[src/tes_pkg.sv]
`timescale 1ns / 1ps
// Shared types, widths and helper functions for the tetrahedron stiffness block.
// Used by every module under src; depends on nothing.
package tes_pkg;

  localparam int COORD_FRAC_BITS = 16;
  localparam int IN_W     = 32;
  localparam int N_IN     = 12;
  localparam int EW       = IN_W + 1;
  localparam int N_EDGE   = 9;
  localparam int OPW      = 70;
  localparam int LIMB_W   = OPW / 2;
  localparam int PW       = 2 * OPW;
  localparam int ACCW     = PW + 2;
  localparam int NW       = ACCW - 1;
  localparam int DW       = NW + 3;
  localparam int QW       = 47;
  localparam int REMW     = DW + QW;
  localparam int VW       = 48;
  localparam int LW       = 47;
  localparam int RF_DEPTH = 21;
  localparam int RF_AW    = $clog2(RF_DEPTH);
  localparam int Q_DEPTH  = 2;
  localparam int IN_TDATA_W  = N_IN * IN_W;
  localparam int OUT_TDATA_W = 104;

  typedef logic [N_EDGE*EW-1:0] edges_t;

  typedef enum logic [2:0] {
    BK_IDLE, BK_LOAD, BK_RD, BK_MS, BK_MW, BK_DST, BK_DWT, BK_EMIT
  } bk_state_t;

  typedef enum logic [1:0] {PH_CROSS, PH_G1, PH_DET, PH_ENT} ph_t;

  typedef struct packed {
    logic           start;
    logic [OPW-1:0] a;
    logic [OPW-1:0] b;
  } mul_req_t;

  typedef struct packed {
    logic          done;
    logic [PW-1:0] p;
  } mul_rsp_t;

  typedef struct packed {
    logic          start;
    logic [NW-1:0] n;
    logic [DW-1:0] d;
  } div_req_t;

  typedef struct packed {
    logic          done;
    logic          sat;
    logic [QW-1:0] q;
  } div_rsp_t;

  // Operand file layout: edges e[v][a] first, then gradients g[k][a].
  function automatic logic [RF_AW-1:0] e_addr(input logic [1:0] v, input logic [1:0] a);
    return RF_AW'(3 * int'(v) + int'(a));
  endfunction

  function automatic logic [RF_AW-1:0] g_addr(input logic [1:0] k, input logic [1:0] a);
    return RF_AW'(N_EDGE + 3 * int'(k) + int'(a));
  endfunction

endpackage

[src/tes_queue.sv]
`timescale 1ns / 1ps
// Short queue of edge sets between the front end and the compute engine.
// Depends on tes_pkg.
module tes_queue (
  input  logic            clk,
  input  logic            rst_n,
  input  logic            push,
  input  tes_pkg::edges_t wdata,
  input  logic            pop,
  output logic            full,
  output logic            empty,
  output tes_pkg::edges_t rdata
);

  localparam int QA = $clog2(tes_pkg::Q_DEPTH);

  tes_pkg::edges_t  mem_r [tes_pkg::Q_DEPTH];
  logic [QA-1:0]    wptr_r;
  logic [QA-1:0]    rptr_r;
  logic [QA:0]      cnt_r;

  assign full  = (cnt_r == (QA+1)'(tes_pkg::Q_DEPTH));
  assign empty = (cnt_r == '0);
  assign rdata = mem_r[rptr_r];

  always_ff @(posedge clk) begin
    if (!rst_n) begin
      wptr_r <= '0;
      rptr_r <= '0;
      cnt_r  <= '0;
    end else begin
      if (push) begin
        mem_r[wptr_r] <= wdata;
        wptr_r        <= wptr_r + 1'b1;
      end
      if (pop) begin
        rptr_r <= rptr_r + 1'b1;
      end
      if (push && !pop) begin
        cnt_r <= cnt_r + 1'b1;
      end else if (pop && !push) begin
        cnt_r <= cnt_r - 1'b1;
      end
    end
  end

endmodule

[config.mk]
export PLATFORM = sky130hd
export DESIGN_NAME = tes_queue
export DESIGN_NICKNAME = d
export VERILOG_FILES = /design/src/tes_pkg.sv /design/src/tes_queue.sv
export SDC_FILE = /design/constraint.sdc
export NUM_CORES = 1
export LEC_CHECK = 0
export BUFFER_PORTS_ARGS = -buffer_cell sky130_fd_sc_hd__buf_2
export CORE_AREA = 4 4 231 233
export CTS_BUF_LIST = sky130_fd_sc_hd__clkbuf_4
export CTS_CLUSTER_DIAMETER = 50
export CTS_CLUSTER_SIZE = 30
export DETAILED_ROUTE_END_ITERATION = 8
export DIE_AREA = 0 0 235 237
export PLACE_DENSITY = 0.69
export SYNTH_ARGS = -nofsm -noshare
export SYNTH_HDL_FRONTEND = slang
export SYNTH_SLANG_ARGS = --single-unit
[constraint.sdc]
create_clock -name clk -period 22 [get_ports clk]
set_input_delay 4.4 -clock clk [delete_from_list [all_inputs] [get_ports clk]]
set_output_delay 4.4 -clock clk [all_outputs]
set_load 0.005 [all_outputs]
Yosys cells after proc, flatten, opt, wreduce, memory -nomap -nowiden
Memory sizes are Yosys's and may differ from the RTL's. A register that Yosys moved wholly into a read port is not among the register bits.
Cells that the tools add are included.
{ "word_totals": {"register_bits": 4, "latchBits": 0, "ramBits": 594, "mem_bits_ro": 0, "in_bits": 301, "out_inout_bits": 299, "elab_cells": 22, "n_memories": 1} }
{ "mem_list": {"columns": ["memory", "words", "word_bits", "read_ports", "rd_ports_with_merged_regs", "write_ports", "line_no", "text"], "rows": [
  ["mem_r", 2, 297, 1, 1, 1, "tes_queue.sv:17", "tes_pkg::edges_t mem_r [tes_pkg::Q_DEPTH];"]
]} }
{ "op_classes": {"addsub": 4, "mul": 0, "n_div": 0, "order_cmp": 0, "eq_ne": 1, "shifts": 0, "n_mux": 7, "bitwise_logic": 0, "n_reduce_logical": 6} }
{ "ops": {"columns": ["cell", "count"], "rows": [
  ["two-way mux 1 bit", 5],
  ["two-way mux 2 bit", 2],
  ["adder 1 bit (second input constant)", 2],
  ["adder 2 x 1 -> 2 bit (second input constant)", 1],
  ["== test 2 bit (second input constant)", 1],
  ["logical AND 1 bit", 2],
  ["zero test 1 bit", 2],
  ["zero test 2 bit", 1],
  ["nonzero test 2 bit", 1],
  ["subtractor 2 x 1 -> 2 bit (second input constant)", 1]
]} }

Depth between registers and ports, before layout
{ "depth": {"ltp_word": 4, "mapped_depth": 5, "depth_no_buf": 5} }

Least setup slack after synthesis
Ideal clock, no wire load.
{ "synth_timing": {"path_type": "in2reg", "from": "input port rst_n", "to": "memory mem_r[0][0] (netlist bit), enable pin", "setup_time_ns": 0.971, "arrival_time_ns": 16.905, "required_time_ns": 21.029, "setup_slack_ns": 4.125, "cell_stages": 2, "n_path_buf": 0, "path_cell_list": "nand2_1 nor2_1"} }
{ "synth_via": {"elab_chain_len": 2} }
{ "synth_rtl": {"columns": ["element", "line_no", "text"], "rows": [
  ["start, declared", "tes_queue.sv:6", "input logic rst_n,"],
  ["two-way mux 1 bit", "tes_queue.sv:27", "if (!rst_n) begin"],
  ["two-way mux 1 bit (not written as such)", "tes_queue.sv:33", "mem_r[wptr_r] <= wdata;"],
  ["end, declared", "tes_queue.sv:17", null]
]} }
No other way between the ends.

==> flow_metrics.env <==
export IMPL_seq_area_frac_synth=0.794
export IMPL_antenna_found_initial=22
export IMPL_min_from="cnt_r[1]"
export IMPL_yosysMostFrequentCell="edfxtp_1"
export IMPL_io_pins=600
export IMPL_finalSetupViolations=0
export IMPL_synthDominantCellAreaShare=0.789
export IMPL_cts_root_buffer="clkbuf_4"
export IMPL_cts_hold_buf=0
export IMPL_crit_fanout=63
export IMPL_syn_area_per_cell_um2=23.9
export IMPL_io_buffers=599
export IMPL_cts_htree_levels=2
export IMPL_clock_fmax_mhz=115
export IMPL_drv_slew=0
export IMPL_total_power_mw=2.13
export IMPL_r2r_slack_ps=18700
export IMPL_clk_pin_slew_ps=180
export IMPL_grt_pass1_wl_mm=70.8
export IMPL_finalCriticalPeriod_ps=8710
export IMPL_ys_top_cells_by_count="594 x edfxtp_1, 230 x mux2_4, 67 x mux2_2"
export IMPL_die_h_um=237
export IMPL_cts_resized=0
export IMPL_syn_inst=947
export IMPL_insertion_delay_ps=810
export IMPL_synthDistinctLibCells=18
export IMPL_ys_warn_count=0
export IMPL_drive_gt1_frac=0.618
export IMPL_fin_nets=1878
export IMPL_end_kind="output port"
export IMPL_cap_violations=0
export IMPL_async_flop_share=0
export IMPL_first_iter_violations=563
export IMPL_ant_nets=0
export IMPL_hold_slack_ps=563
export IMPL_rsz0062_at_grt="false"
export IMPL_synthToLayoutAreaGrowth_pct=20.0
export IMPL_grt_overflow=0
export IMPL_synthFlopType="edfxtp_1"
export IMPL_clockBufferDepth=3
export IMPL_die_w_um=235
export IMPL_tightestPinTransition_ps=1050
export IMPL_crit_required_ps=17600
export IMPL_wl_mm=49.0
export IMPL_fin_area_um2=27100
export IMPL_firstDrtPassIters=7
export IMPL_final_hold_violation_count=0
export IMPL_syn_nets=1249
export IMPL_dp_hpwl_mm=35.0
export IMPL_core_area_um2=51200
export IMPL_r2r_start="wptr_r"
export IMPL_cts_setup_buffers=0
export IMPL_detail_route_wl_per_cell_um=21.2
export IMPL_initial_core_util=0.441
export IMPL_start_kind="flip-flop"
export IMPL_cts_tree="built"
export IMPL_synth_edf_count=594
export IMPL_hp_class="flip-flop to flip-flop"
export IMPL_cts_made_buffers=50
export IMPL_ys_ff_latch=599
export IMPL_fin_tns_setup_ps=0
export IMPL_rows=83
export IMPL_vias=11200
export IMPL_grt_start_max_net_pins=123
export IMPL_place_congestion=0.826
export IMPL_vdd_ir_drop_max_uv=69.4
export IMPL_powerDensity_nw_per_um2=78.5
export IMPL_max_slew_margin=0.303
export IMPL_numClockSinks=599
export IMPL_final_setup_skew_ps=47.4
export IMPL_p_leak_nw=10.4
export IMPL_cp_endpoint="rdata[4]"
export IMPL_worstPathArrival_ps=4310
export IMPL_path_class="flip-flop to output port"
export IMPL_drc=0
export IMPL_synthTopCellsByArea="edfxtp_1 79%, mux2_4 15%, mux2_2 3.3%, buf_6 1.3%, dfxtp_1 0.44%"
export IMPL_period_share=0.396
export IMPL_grt_pass1_vias=11900
export IMPL_via_per_inst=4.85
export IMPL_reg2reg_to="mem_r[1][203]"
export IMPL_die_area_um2=55700
export IMPL_reg2reg_depth=3
export IMPL_syn_area_um2=22600
export IMPL_groute_usage_overall=0.166
export IMPL_synth_top_area_cell="edfxtp_1"
export IMPL_placed_cell_area_um2=26200
export IMPL_outcome="finished clean"
-- per-stage QoR --
step,std cells,setup WS [ps],utilization
global placement,2204,14190,0.512
detailed placement,2204,14130,0.512
floorplan,947,4120,-
finish,2313,13290,0.530
global route,2310,12970,0.530
CTS,2297,13110,0.529
-- critical path: stages (launching register included) --
cell     delay [ps]
dfxtp_4        1050
buf_4           870
buf_4           870
mux2_2          420
buf_2           130
-- cell type report --
cell class	instances	area (um2)
fillers	4068	24100
flip-flops and latches	599	17900
multi-input cells	314	4340
repair buffers	610	3090
well taps	680	851
clock inverters	41	464
clock buffers	52	390
diodes	16	40.0
inverters	1	3.75
-- power breakdown --
part | switching (mW) | internal, mW | total, mW
logic | 0.108 | 0.130 | 0.238
registers | 0.0165 | 1.30 | 1.32
clock network | 0.404 | 0.168 | 0.572
-- how the worst min path moves through the flow --
stage	slack [ps]	depth (start not counted)	end
CTS	570	2	cnt_r[1]
global route	580	2	cnt_r[1]
global placement	500	2	cnt_r[1]
detailed placement	550	2	cnt_r[1]
finish	560	2	cnt_r[1]
floorplan	470	2	cnt_r[1]
-- metal layers --
metal / up-vias / GRT usage / routed length, um / share of wire
met5: - / 0 / 95 / 0.0019
met4: 14 / 0.0666 / 1760 / 0.036
met3: 116 / 0.0662 / 4440 / 0.091
met2: 432 / 0.295 / 25400 / 0.52
met1: 5578 / 0.178 / 17300 / 0.35
li1: 5083 / - / - / -
-- cells in the final DEF (no fill, tap or decap), drive strengths merged --
master,synthesis,layout
bufinv,0,1
mux2,297,297
buf,33,610
dfxtp,5,5
nand2,1,1
diode,0,16
clkinv,0,16
and2,4,4
and3,1,1
xor2,3,3
nor2,2,2
a21boi,1,1
or3,1,1
ha,1,1
o21ai,1,1
nor2b,1,1
clkbuf,0,52
clkinvlp,0,3
edfxtp,594,594
xnor2,1,1
inv,1,22
-- flip-flops by register name, indices dropped and copies added, names as in the netlist, named ones only --
| signal | cells |
|---|---|
| cnt_r | 2 |
| wptr_r | 1 |
| mem_r | 594 |
| rptr_r | 1 |
-- kinds of logic (layout without fill, tap and decap cells) --
logic type,Yosys count,count (layout),share of synthesized area
flops,599,599,0.794
mux,297,297,0.186
buf+inv,34,704,0.0149
simple gates,10,10,0.00244
xor+xnor,4,4,0.00155
compound gates,2,2,0.000554
fa+ha+maj,1,1,0.000554
other cells,0,16,0
No activity file was read; power rests on OpenSTA's default activity.
