<file path="config.mk">
export PLATFORM = sky130hd
export DESIGN_NAME = tes_front
export DESIGN_NICKNAME = d
export VERILOG_FILES = /design/src/tes_pkg.sv /design/src/tes_front.sv
export SDC_FILE = /design/constraint.sdc
export NUM_CORES = 1
export LEC_CHECK = 0
export ABC_CLOCK_PERIOD_IN_PS = 6630
export CORE_AREA = 2 2 269 271
export DETAILED_ROUTE_END_ITERATION = 10
export DIE_AREA = 0 0 271 273
export DONT_BUFFER_PORTS = 1
export GPL_TIMING_DRIVEN = 0
export PLACE_DENSITY = 0.44
export SLEW_MARGIN = 20
export SYNTH_ARGS = -nofsm -noshare
export SYNTH_HDL_FRONTEND = slang
export SYNTH_SLANG_ARGS = --single-unit
</file>
<file path="constraint.sdc">
create_clock -name vclk -period 6.63
set_input_delay 1.989 -clock vclk [all_inputs]
set_output_delay 1.989 -clock vclk [all_outputs]
set_load 0.02 [all_outputs]
</file>
<file path="src/tes_pkg.sv">
`timescale 1ns / 1ps
// Shared types, widths and helper functions for the tetrahedron stiffness block.
// Used by every module under src; depends on nothing.
package tes_pkg;

  localparam int COORD_FRAC_BITS = 16;
  localparam int IN_W     = 32;
  localparam int N_IN     = 12;
  localparam int EW       = IN_W + 1;
  localparam int N_EDGE   = 9;
  localparam int OPW      = 70;
  localparam int LIMB_W   = OPW / 2;
  localparam int PW       = 2 * OPW;
  localparam int ACCW     = PW + 2;
  localparam int NW       = ACCW - 1;
  localparam int DW       = NW + 3;
  localparam int QW       = 47;
  localparam int REMW     = DW + QW;
  localparam int VW       = 48;
  localparam int LW       = 47;
  localparam int RF_DEPTH = 21;
  localparam int RF_AW    = $clog2(RF_DEPTH);
  localparam int Q_DEPTH  = 2;
  localparam int IN_TDATA_W  = N_IN * IN_W;
  localparam int OUT_TDATA_W = 104;

  typedef logic [N_EDGE*EW-1:0] edges_t;

  typedef enum logic [2:0] {
    BK_IDLE, BK_LOAD, BK_RD, BK_MS, BK_MW, BK_DST, BK_DWT, BK_EMIT
  } bk_state_t;

  typedef enum logic [1:0] {PH_CROSS, PH_G1, PH_DET, PH_ENT} ph_t;

  typedef struct packed {
    logic           start;
    logic [OPW-1:0] a;
    logic [OPW-1:0] b;
  } mul_req_t;

  typedef struct packed {
    logic          done;
    logic [PW-1:0] p;
  } mul_rsp_t;

  typedef struct packed {
    logic          start;
    logic [NW-1:0] n;
    logic [DW-1:0] d;
  } div_req_t;

  typedef struct packed {
    logic          done;
    logic          sat;
    logic [QW-1:0] q;
  } div_rsp_t;

  // Operand file layout: edges e[v][a] first, then gradients g[k][a].
  function automatic logic [RF_AW-1:0] e_addr(input logic [1:0] v, input logic [1:0] a);
    return RF_AW'(3 * int'(v) + int'(a));
  endfunction

  function automatic logic [RF_AW-1:0] g_addr(input logic [1:0] k, input logic [1:0] a);
    return RF_AW'(N_EDGE + 3 * int'(k) + int'(a));
  endfunction

endpackage

</file>
<file path="src/tes_front.sv">
`timescale 1ns / 1ps
// Front end: accepts vertex requests and forms the edge vectors from the first vertex to each of the other vertices.
// Depends on tes_pkg; feeds tes_queue.
module tes_front (
  input  logic                           in_tvalid,
  output logic                           in_tready,
  input  logic [tes_pkg::IN_TDATA_W-1:0] in_tdata,
  input  logic                           q_full,
  output logic                           q_push,
  output tes_pkg::edges_t                q_wdata
);

  logic [tes_pkg::IN_W-1:0] base;
  logic [tes_pkg::IN_W-1:0] vert;

  assign in_tready = !q_full;
  assign q_push    = in_tvalid && !q_full;

  always_comb begin
    q_wdata = '0;
    base    = '0;
    vert    = '0;
    for (int v = 0; v < 3; v++) begin
      for (int a = 0; a < 3; a++) begin
        base = in_tdata[a*tes_pkg::IN_W +: tes_pkg::IN_W];
        vert = in_tdata[((v+1)*3+a)*tes_pkg::IN_W +: tes_pkg::IN_W];
        q_wdata[(v*3+a)*tes_pkg::EW +: tes_pkg::EW] =
          {vert[tes_pkg::IN_W-1], vert} - {base[tes_pkg::IN_W-1], base};
      end
    end
  end

endmodule

</file>
== After elaboration in Yosys (flattened, before gate mapping) ==
Cells that the tools add are included.
Widths: inputs -> output; s select.
Storage, ports and cells
  output and inout port bits: 299
  input bits: 386
  logic and storage cells: 11
  register bits after elaboration: 0
Operators by class
  reductions and logical operators: 2
  add/subtract/negate cells: 9
Operators by type and width (count)
  $sub 32x32->33: 9
  $logic_and 1x1->1: 1
  $logic_not 1->1: 1

== Longest topological paths before layout ==
Gate-level depths: netlist (run 1).
  depth in word-level cells: 2
  mapped depth: 13

== Worst setup path before layout (run 1) ==
Ideal clock, no wire load.
  path type: input -> output
  start: input port in_tdata[352] (netlist name)
  end: output port q_wdata[290]
  data arrival time: 4.521 ns
  slack: 0.120 ns
  stages: 13
  path through: inv_1 > ha_1 > fa_1 > nand2b_1 > a21boi_1 > o21ai_0 > a211o_1 > a31oi_1 > o211a_1 > o311a_1 > nor2_1 > o21ai_0 > xor2_1
Between the ends
  word-level cells in the longest chain between the ends: 1
RTL lines
  start: declaration: RTL line tes_front.sv:7  | input logic [tes_pkg::IN_TDATA_W-1:0] in_tdata,
  $sub 32x32->33: RTL line tes_front.sv:28  | {vert[tes_pkg::IN_W-1], vert} - {base[tes_pkg::IN_W-1], base};
  end: declaration: RTL line tes_front.sv:10  | output tes_pkg::edges_t q_wdata
No other way between the ends.

== Final worst setup path (run 1) ==
  start: input port in_tdata[160] (netlist name)
  end: output port q_wdata[96]
The elaborated chain is that of the path after synthesis.

==> results of run 1 <==
[how the worst max path moves through the flow]
| stage | start | end | slack (ns) |
|---|---|---|---|
| 2_1_floorplan | in_tdata[352] | q_wdata[290] | 0.12 |
| 3_3_place_gp | in_tdata[160] | q_wdata[94] | -0.64 |
| 3_5_place_dp | in_tdata[160] | q_wdata[94] | -0.64 |
| 4_1_cts | in_tdata[224] | q_wdata[160] | -0.003 |
| 5_1_grt | in_tdata[50] | q_wdata[64] | -0.08 |
| 6_report | in_tdata[160] | q_wdata[96] | 0.05 |
[synthesized netlist by cell type, types with 4 or more instances]
library cell  instances
o21ai_1              32
o31ai_1              11
inv_1               195
xor2_1               67
a211oi_1             18
nor2_1              136
a31o_2                6
a311oi_1              5
a221o_1               4
and2_1               10
a311o_1               4
ha_1                288
nor3_1               32
xnor2_1             181
o21a_1               46
o21ai_0              96
or4_1                 4
nand2_1             125
and3_1               27
a21boi_1              7
nor2b_1              37
o21bai_1             33
clkbuf_1             22
a211o_1              10
nand3_1              43
a21oi_1             215
a41o_1                6
nand4_1              23
fa_1                  9
o211ai_1              6
a21oi_2               5
a21boi_0              6
o31a_1                6
o22ai_1               6
nand2b_1             38
or2_2                 5
or3_1                 8
a31oi_1              28
a21o_1              139
[per-layer routing]
metal,GRT usage,vias up,part of all wire
met3,0.0236,66,0.053
met5,0,-,0
met1,0.169,7220,0.40
met4,0.0263,0,0.022
li1,-,7408,-
met2,0.286,476,0.53
[logic make-up (layout without fill, tap and decap cells)]
family / count (synthesis) / count (layout) / share of synthesized area
adders and majority gates: 297 / 297 / 0.266
and+or+nand+nor: 504 / 504 / 0.172
muxes: 1 / 1 / 0.000705
AOI/OAI and AO/OA: 743 / 743 / 0.350
xor gates and xnor gates: 248 / 248 / 0.153
buffers and inverters: 218 / 246 / 0.0581
[through the flow]
| step | setup WS [ns] | utilization | instances | setup TNS, ns |
|---|---|---|---|---|
| final | 0.0463 | 0.244 | 2989 | 0 |
| after global routing | -0.0768 | 0.244 | 2989 | -0.228 |
| after CTS | -0.00298 | 0.230 | 2974 | -0.00298 |
| after detailed placement | -0.640 | 0.217 | 2961 | -19.75 |
| after global placement | -0.643 | 0.217 | 2961 | -18.76 |
| after floorplan | 0.120 | - | 2011 | 0 |
[report_power, final]
part	internal [W]	leakage [nW]	switching, W	total [W]
Sequential	0	0	0	0
Combinational	0.000803	7.96	0.00165	0.00246
Clock	0	0	0	0
[timing repair]
item                                    4_1_cts  5_1_grt
cloned                                        0        0
endpoints found under the setup margin       97       85
hold buffers                                  0        0
buffers inserted                             13       22
resized for setup                           133      144
pin swaps                                    41       86
[cells in the final DEF (no fill, tap or decap), types with 30 or more instances in the layout]
master and n:
xnor2_1 138, nand2_1 122, nor2_1 131, xor2_1 51, a21o_1 139, nor2b_1 33, o21ai_0 84, nand3_1 40
buf_4 34, inv_1 186, ha_1 264, nand2b_1 37, o21a_1 44, a21oi_1 194, o21bai_1 31, nor3_1 30
xnor2_2 39
[area by class of cell]
| class | instances | area, um2 | area share |
|---|---|---|---|
| repair buffers | 35 | 275 | 0.0159 |
| inverters | 195 | 769 | 0.0445 |
| multi-input cells | 1793 | 15000 | 0.867 |
| well taps | 950 | 1190 | 0.0687 |
| plain buffers | 16 | 68.8 | 0.00398 |
==> results.py, run 1 <==
metrics = {
    "critical_path": {
        "cp_top_family": "compound AO/OA/AOI/OAI gates",
        "crit_arrival_ns": 4.59,
        "crit_chain": "inv_1 -> ha_2 -> fa_2 -> nor2b_4 -> o2111ai_4 -> a31oi_4 -> a41o_1 -> o21a_4 -> a21oi_4 -> o31ai_4 -> nand2b_1 -> nand2_1 -> xor2_2",
        "cp_slowest_stage_delay_ns": 0.43,
        "cp.required_ns": 4.64,
        "worstSetupEndpointType": "primary output",
        "worst_path_max_delay_cell": "fa_2",
        "start_kind": "primary input",
        "crit_type": "primary input to primary output",
        "worstPathMaxFanout": 4,
        "crit_cells": 13,
        "crit_buf_inv": 1,
    },
    "synth": {
        "syn_area_per_cell_um2": 7.07,
        "synth_top_area_frac": 0.254,
        "synth.distinct_cells": 83,
        "synth_fp_nets": 2694,
        "synth_warnings": 0,
        "synth.yosys.seq_area_share": 0,
        "synth_area_mm2": 0.0142,
        "synth_area_leaders": "ha_1 25%, xnor2_1 11%, a21oi_1 7.6%",
        "syn_inst": 2011,
        "yosys.area.top_type": "ha_1",
    },
    "global_route": {
        "grt_usage": 0.147,
        "grt_pass1_vias": 14600,
        "grt_overflow": 0,
        "antenna_found_initial": 0,
        "grt_pass1_wl_mm": 87.5,
        "grt_max_degree": 10,
    },
    "placed_design": {
        "post_dp_cell_area_mm2": 0.0154,
        "gp_congestion": 0.985,
        "place_hpwl_mm": 53.3,
        "io_buffer_count": 0,
    },
    "sta": {
        "setup_viol": 0,
        "rsz0062_at_grt": "true",
        "fmax_ghz": 0.152,
        "slew_headroom": 0.460,
        "min_period_ns": 6.58,
        "worst_slew_pin_slew_ns": 0.804,
        "hold_ws_ns": 4.06,
        "slew_violations": 0,
        "period_share": 0.993,
        "hold_viol_final": 0,
    },
    "drt": {
        "drt_iter0_markers": 650,
        "avgViaCountPerCell": 5.08,
        "ant_nets": 0,
        "first_pass_iters": 5,
        "wl_mm": 60.9,
        "vias": 15200,
        "avgRoutedWirePerCell_um": 20.4,
        "drcViolationCount": 0,
    },
    "hold_path": {
        "min_path_type": "primary input to primary output",
        "whs_endpoint": "in_tready",
        "worstHoldStart": "q_full",
        "min_delay_path_depth": 1,
    },
    "floorplanning": {
        "num_rows": 98,
        "io_pins": 685,
        "fp.coreArea_mm2": 0.0710,
        "dieArea_mm2": 0.0740,
        "die_w_um": 271,
        "start_util": 0.200,
        "die_y_um": 273,
    },
    "outcome": {
        "status": "completed",
    },
    "power_and_ir_drop": {
        "leakagePower_nw": 7.96,
        "p_per_area_mw_per_mm2": 142,
        "power_w": 0.00246,
        "vdd_drop_max_mv": 0.0584,
    },
    "final_layout": {
        "antennaDiodeCount": 0,
        "drive_gt1_frac": 0.139,
        "n_fill_cell": 7862,
        "design_area_mm2": 0.0173,
        "fin_nets": 2724,
        "nFlopsAndLatches": 0,
        "seq_area_um2": 0,
        "num-clock-buffers": 0,
        "syn_to_final_growth_pct": 21.7,
    },
    "run": {
        "drv_cap": 0,
    },
}
Power figures use the tool's default switching activity.
==> run 2: changes to the inputs <==
Settings changed: RECOVER_POWER set to 25.
==> run 2 against run 1 <==
Net effect: the flow now finishes with violations (setup timing); utilization hardly changed; via count is 0.38% lower; sequential share of layout area stayed put; first-iteration DRC count is 11% higher; cell count stayed put; power is 0.13% lower; die area stayed put; non-clock buffer count stayed put.
==> results.py, run 2 (synthesis results as in run 1) <==
metrics = {
    "placed_design": {
        "place_hpwl_mm": 53.3,
        "io_buffer_count": 0,
        "gp_congestion": 0.985,
        "place_ws_ns": -0.640,
    },
    "critical_path": {
        "worst_path_max_delay_cell": "fa_2",
        "crit_type": "primary input to primary output",
        "cp_slowest_stage_delay_ns": 0.40,
        "start_kind": "primary input",
        "worstSetupEndpointType": "primary output",
        "worstPathMaxFanout": 5,
        "crit_chain": "inv_8 -> ha_1 -> fa_2 -> nor2b_1 -> o21ai_1 -> a21bo_1 -> a21oi_4 -> nor2_4 -> o31ai_4 -> o221a_4 -> a2111oi_4 -> nor3_4 -> xor2_4",
        "crit_arrival_ns": 4.66,
        "cp.required_ns": 4.64,
    },
    "sta": {
        "period_share": 1.00,
        "hold_viol_final": 0,
        "slew_headroom": 0.462,
        "rsz0062_at_grt": "true",
        "min_period_ns": 6.65,
        "setup_viol": 1,
        "slew_violations": 0,
        "worst_slew_pin_slew_ns": 0.801,
        "finalWorstSetupSlack_ns": -0.0166,
        "fmax_ghz": 0.150,
    },
    "final_layout": {
        "post-route-util": 0.243,
        "fin_nets": 2724,
        "final_cell_mix": "267 x ha_1, 194 x a21oi_1, 186 x inv_1",
        "seq_area_um2": 0,
        "nFlopsAndLatches": 0,
        "antennaDiodeCount": 0,
        "syn_to_final_growth_pct": 21.5,
        "n_fill_cell": 7866,
        "drive_gt1_frac": 0.137,
        "num-clock-buffers": 0,
        "final_common_cell": "ha_1",
        "multi_input_area_mm2": 0.0150,
    },
    "drt": {
        "drcViolationCount": 0,
        "avgRoutedWirePerCell_um": 20.4,
        "avgViaCountPerCell": 5.06,
        "drt_iter0_markers": 719,
        "vias": 15100,
        "first_pass_iters": 5,
        "wl_mm": 60.9,
        "ant_nets": 0,
    },
    "global_route": {
        "antenna_found_initial": 0,
        "grt_max_degree": 10,
        "grt_usage": 0.147,
        "grt_overflow": 0,
        "grt_pass1_wl_mm": 87.5,
        "grt_pass1_vias": 14600,
    },
    "floorplanning": {
        "io_pins": 685,
        "dieArea_mm2": 0.0740,
        "die_y_um": 273,
        "fp.coreArea_mm2": 0.0710,
        "start_util": 0.200,
        "die_w_um": 271,
        "num_rows": 98,
    },
    "power_and_ir_drop": {
        "p_per_area_mw_per_mm2": 142,
        "leakagePower_nw": 7.96,
        "vdd_drop_max_mv": 0.0581,
    },
    "outcome": {
        "status": "finished, violations left",
        "violations": "setup timing",
    },
    "run": {
        "drv_cap": 0,
    },
    "hold_path": {
        "min_path_type": "primary input to primary output",
    },
}
## run 2: final cells by class
cell class                      instances  area share
Inverter                              195      0.0446
Buffer                                 16     0.00399
Timing Repair Buffer                   35      0.0159
Tap cell                              950      0.0689
Multi-Input combinational cell       1793       0.867
## run 2: power breakdown
group	switching (W)	internal, W	leakage, nW	total, W
logic	0.00165	0.000801	7.96	0.00245
clock network	0	0	0	0
registers	0	0	0	0
total	0.00165	0.000801	7.96	0.00245
## run 2: worst paths after layout
kind / endpoint / slack [ns] / depth (start not counted) / from
setup / recovery: q_wdata[30] / -0.02 / 13 / in_tdata[96]
hold / removal: in_tready / 4.06 / 1 / q_full
## run 2: per-layer routing
layer / track usage / wire length [um]
met5: 0 / 0
met4: 0.0263 / 1460
met2: 0.286 / 32000
met1: 0.169 / 24300
met3: 0.0236 / 3160
## run 2: stage by stage
step                      setup TNS [ns]  instance area (um2)  std cells  total power, W  hold slack (ns)
final                            -0.0166                17300       2989         0.00245             4.06
after global routing              -0.746                17300       2989         0.00262             4.06
after CTS                       -0.00298                16300       2974         0.00233             4.06
after detailed placement          -19.75                15400       2961         0.00219             4.06
after global placement            -18.76                15400       2961         0.00218             4.06
after floorplan                        0                14200       2011         0.00175             4.05
## run 2: critical path: cells and delay by family
family / cells / cell delay [ns]
XOR/XNOR: 1 / 0.29
AND/OR/NAND/NOR: 3 / 0.52
AO/OA/AOI/OAI: 6 / 1.22
buffers and inverters: 1 / 0.01
adder cells (fa/ha/maj): 2 / 0.61
## run 2: timing repair
action,4_1_cts,5_1_grt
buffers inserted,13,22
gates cloned,0,0
pin swaps,41,86
gates resized for setup,133,144
endpoints found under the setup margin,97,85
hold buffers,0,0
==> run 3: changes to the inputs <==
Settings changed: CORE_AREA 2 2 269 271 to 2 2 266 268, DIE_AREA 0 0 271 273 to 0 0 268 270.
==> run 3 against run 2 <==
Net effect: the run now ends clean; critical endpoint unchanged; global-route usage up 0.055 points; critical path depth rose by 1; die area is 2.2% lower.
==> results.py, run 3 (synthesis results as in run 1) <==
metrics = {
    "global_route": {
        "grt_usage": 0.148,
        "grt_max_degree": 10,
        "grt_pass1_vias": 14600,
        "antenna_found_initial": 3,
        "grt_pass1_wl_mm": 85.8,
        "grt_overflow": 0,
    },
    "power_and_ir_drop": {
        "p_per_area_mw_per_mm2": 141,
        "vdd_drop_max_mv": 0.0595,
        "leakagePower_nw": 7.91,
        "power_w": 0.00240,
    },
    "final_layout": {
        "instances_no_fill": 2980,
        "nFlopsAndLatches": 0,
        "n_fill_cell": 7687,
        "drive_gt1_frac": 0.125,
        "fin_nets": 2722,
        "seq_area_um2": 0,
        "final_common_cell": "ha_1",
        "num-clock-buffers": 0,
        "final_cell_mix": "267 x ha_1, 194 x a21oi_1, 188 x inv_1",
        "multi_input_area_mm2": 0.0148,
        "syn_to_final_growth_pct": 19.7,
    },
    "sta": {
        "setup_viol": 0,
        "hold_viol_final": 0,
        "fmax_ghz": 0.151,
        "tns_ns": 0,
        "hold_ws_ns": 4.06,
        "rsz0062_at_grt": "true",
        "period_share": 0.999,
        "min_period_ns": 6.62,
        "slew_violations": 0,
        "slew_headroom": 0.361,
        "worst_slew_pin_slew_ns": 0.953,
    },
    "critical_path": {
        "cp_slowest_stage_delay_ns": 0.41,
        "crit_chain": "inv_8 -> ha_4 -> fa_2 -> nor2b_2 -> o21ai_2 -> a21bo_1 -> a21oi_4 -> nor2_4 -> o31ai_4 -> o221a_4 -> a2111oi_4 -> nor3_2 -> buf_4 -> xor2_4",
        "crit_type": "primary input to primary output",
        "worstPathMaxFanout": 5,
        "setup.worst_path.end": "q_wdata[30]",
        "worstSetupEndpointType": "primary output",
        "worst_path_max_delay_cell": "fa_2",
        "start_kind": "primary input",
        "cp.required_ns": 4.64,
        "crit_arrival_ns": 4.63,
        "critPathLaunch": "in_tdata[96]",
    },
    "placed_design": {
        "gp_congestion": 0.958,
        "place_inst": 2951,
        "io_buffer_count": 0,
        "place_hpwl_mm": 52.0,
    },
    "drt": {
        "drcViolationCount": 0,
        "avgRoutedWirePerCell_um": 19.8,
        "wl_mm": 58.9,
        "vias": 15200,
        "ant_nets": 0,
        "avgViaCountPerCell": 5.10,
        "first_pass_iters": 5,
        "drt_iter0_markers": 824,
    },
    "hold_path": {
        "min_path_type": "primary input to primary output",
        "worstHoldStart": "q_full",
    },
    "floorplanning": {
        "num_rows": 97,
        "die_y_um": 270,
        "die_w_um": 268,
        "io_pins": 685,
        "fp.coreArea_mm2": 0.0695,
        "dieArea_mm2": 0.0724,
        "start_util": 0.204,
    },
    "outcome": {
        "status": "completed",
    },
    "cts": {
        "cts_hold_buffers": 0,
    },
    "run": {
        "drv_cap": 0,
    },
}
==> run 3: cell count changes in the layout (fill, tap and decap cells not counted), moves of 3 or more <==
cell	delta
o21ai_0	-3
ha_4	-4
buf_4	-7
diode_2	+3
xnor2_1	+4
clkbuf_1	+7
ha_2	+4
==> run 3: critical path: cells and delay by family <==
| family | cells | cell delay (ns) |
|---|---|---|
| adders and majority gates | 2 | 0.56 |
| AOI/OAI and AO/OA | 6 | 1.19 |
| and+or+nand+nor | 3 | 0.45 |
| buffers and inverters | 2 | 0.19 |
| xor gates and xnor gates | 1 | 0.25 |
==> run 3: per-stage QoR <==
| step | util | worst slack, ns | cell area, um2 |
|---|---|---|---|
| global placement | 0.221 | -0.593 | 15400 |
| floorplan | - | 0.120 | 14200 |
| detailed placement | 0.221 | -0.617 | 15400 |
| CTS | 0.232 | -0.00674 | 16100 |
| global route | 0.245 | -0.0715 | 17000 |
| finish | 0.245 | 0.00790 | 17000 |
==> run 3: power breakdown <==
| group | switching [W] | leakage (nW) | internal [W] |
|---|---|---|---|
| registers | 0 | 0 | 0 |
| clock network | 0 | 0.0000190 | 0.0000000000611 |
| logic | 0.00162 | 7.91 | 0.000778 |
==> run 3: layer usage <==
layer  track usage  part of all wire
met1         0.160              0.38
met2         0.286              0.53
met3        0.0351             0.070
met4        0.0307             0.022
met5             0           0.00024
==> run 3: area by class of cell <==
type                       count  share of cell area
antenna                        3            0.000441
tap                          940              0.0691
multi-input combinational   1793               0.868
inverter                     195              0.0448
timing repair buffer          27              0.0119
buffer                        22             0.00530
==> run 3: what timing repair did <==
| action | 4_1_cts | 5_1_grt |
|---|---|---|
| setup endpoints to repair | 85 | 86 |
| setup buffers | 9 | 18 |
| resized for setup | 110 | 141 |
| gates cloned | 0 | 0 |
| pin swaps | 26 | 83 |
==> run 3: how the worst min path moves through the flow <==
stage	to	slack, ns	cells after the start
2_1_floorplan	in_tready	4.05	1
3_3_place_gp	in_tready	4.06	1
3_5_place_dp	in_tready	4.06	1
4_1_cts	in_tready	4.06	1
5_1_grt	in_tready	4.06	1
6_report	in_tready	4.06	1
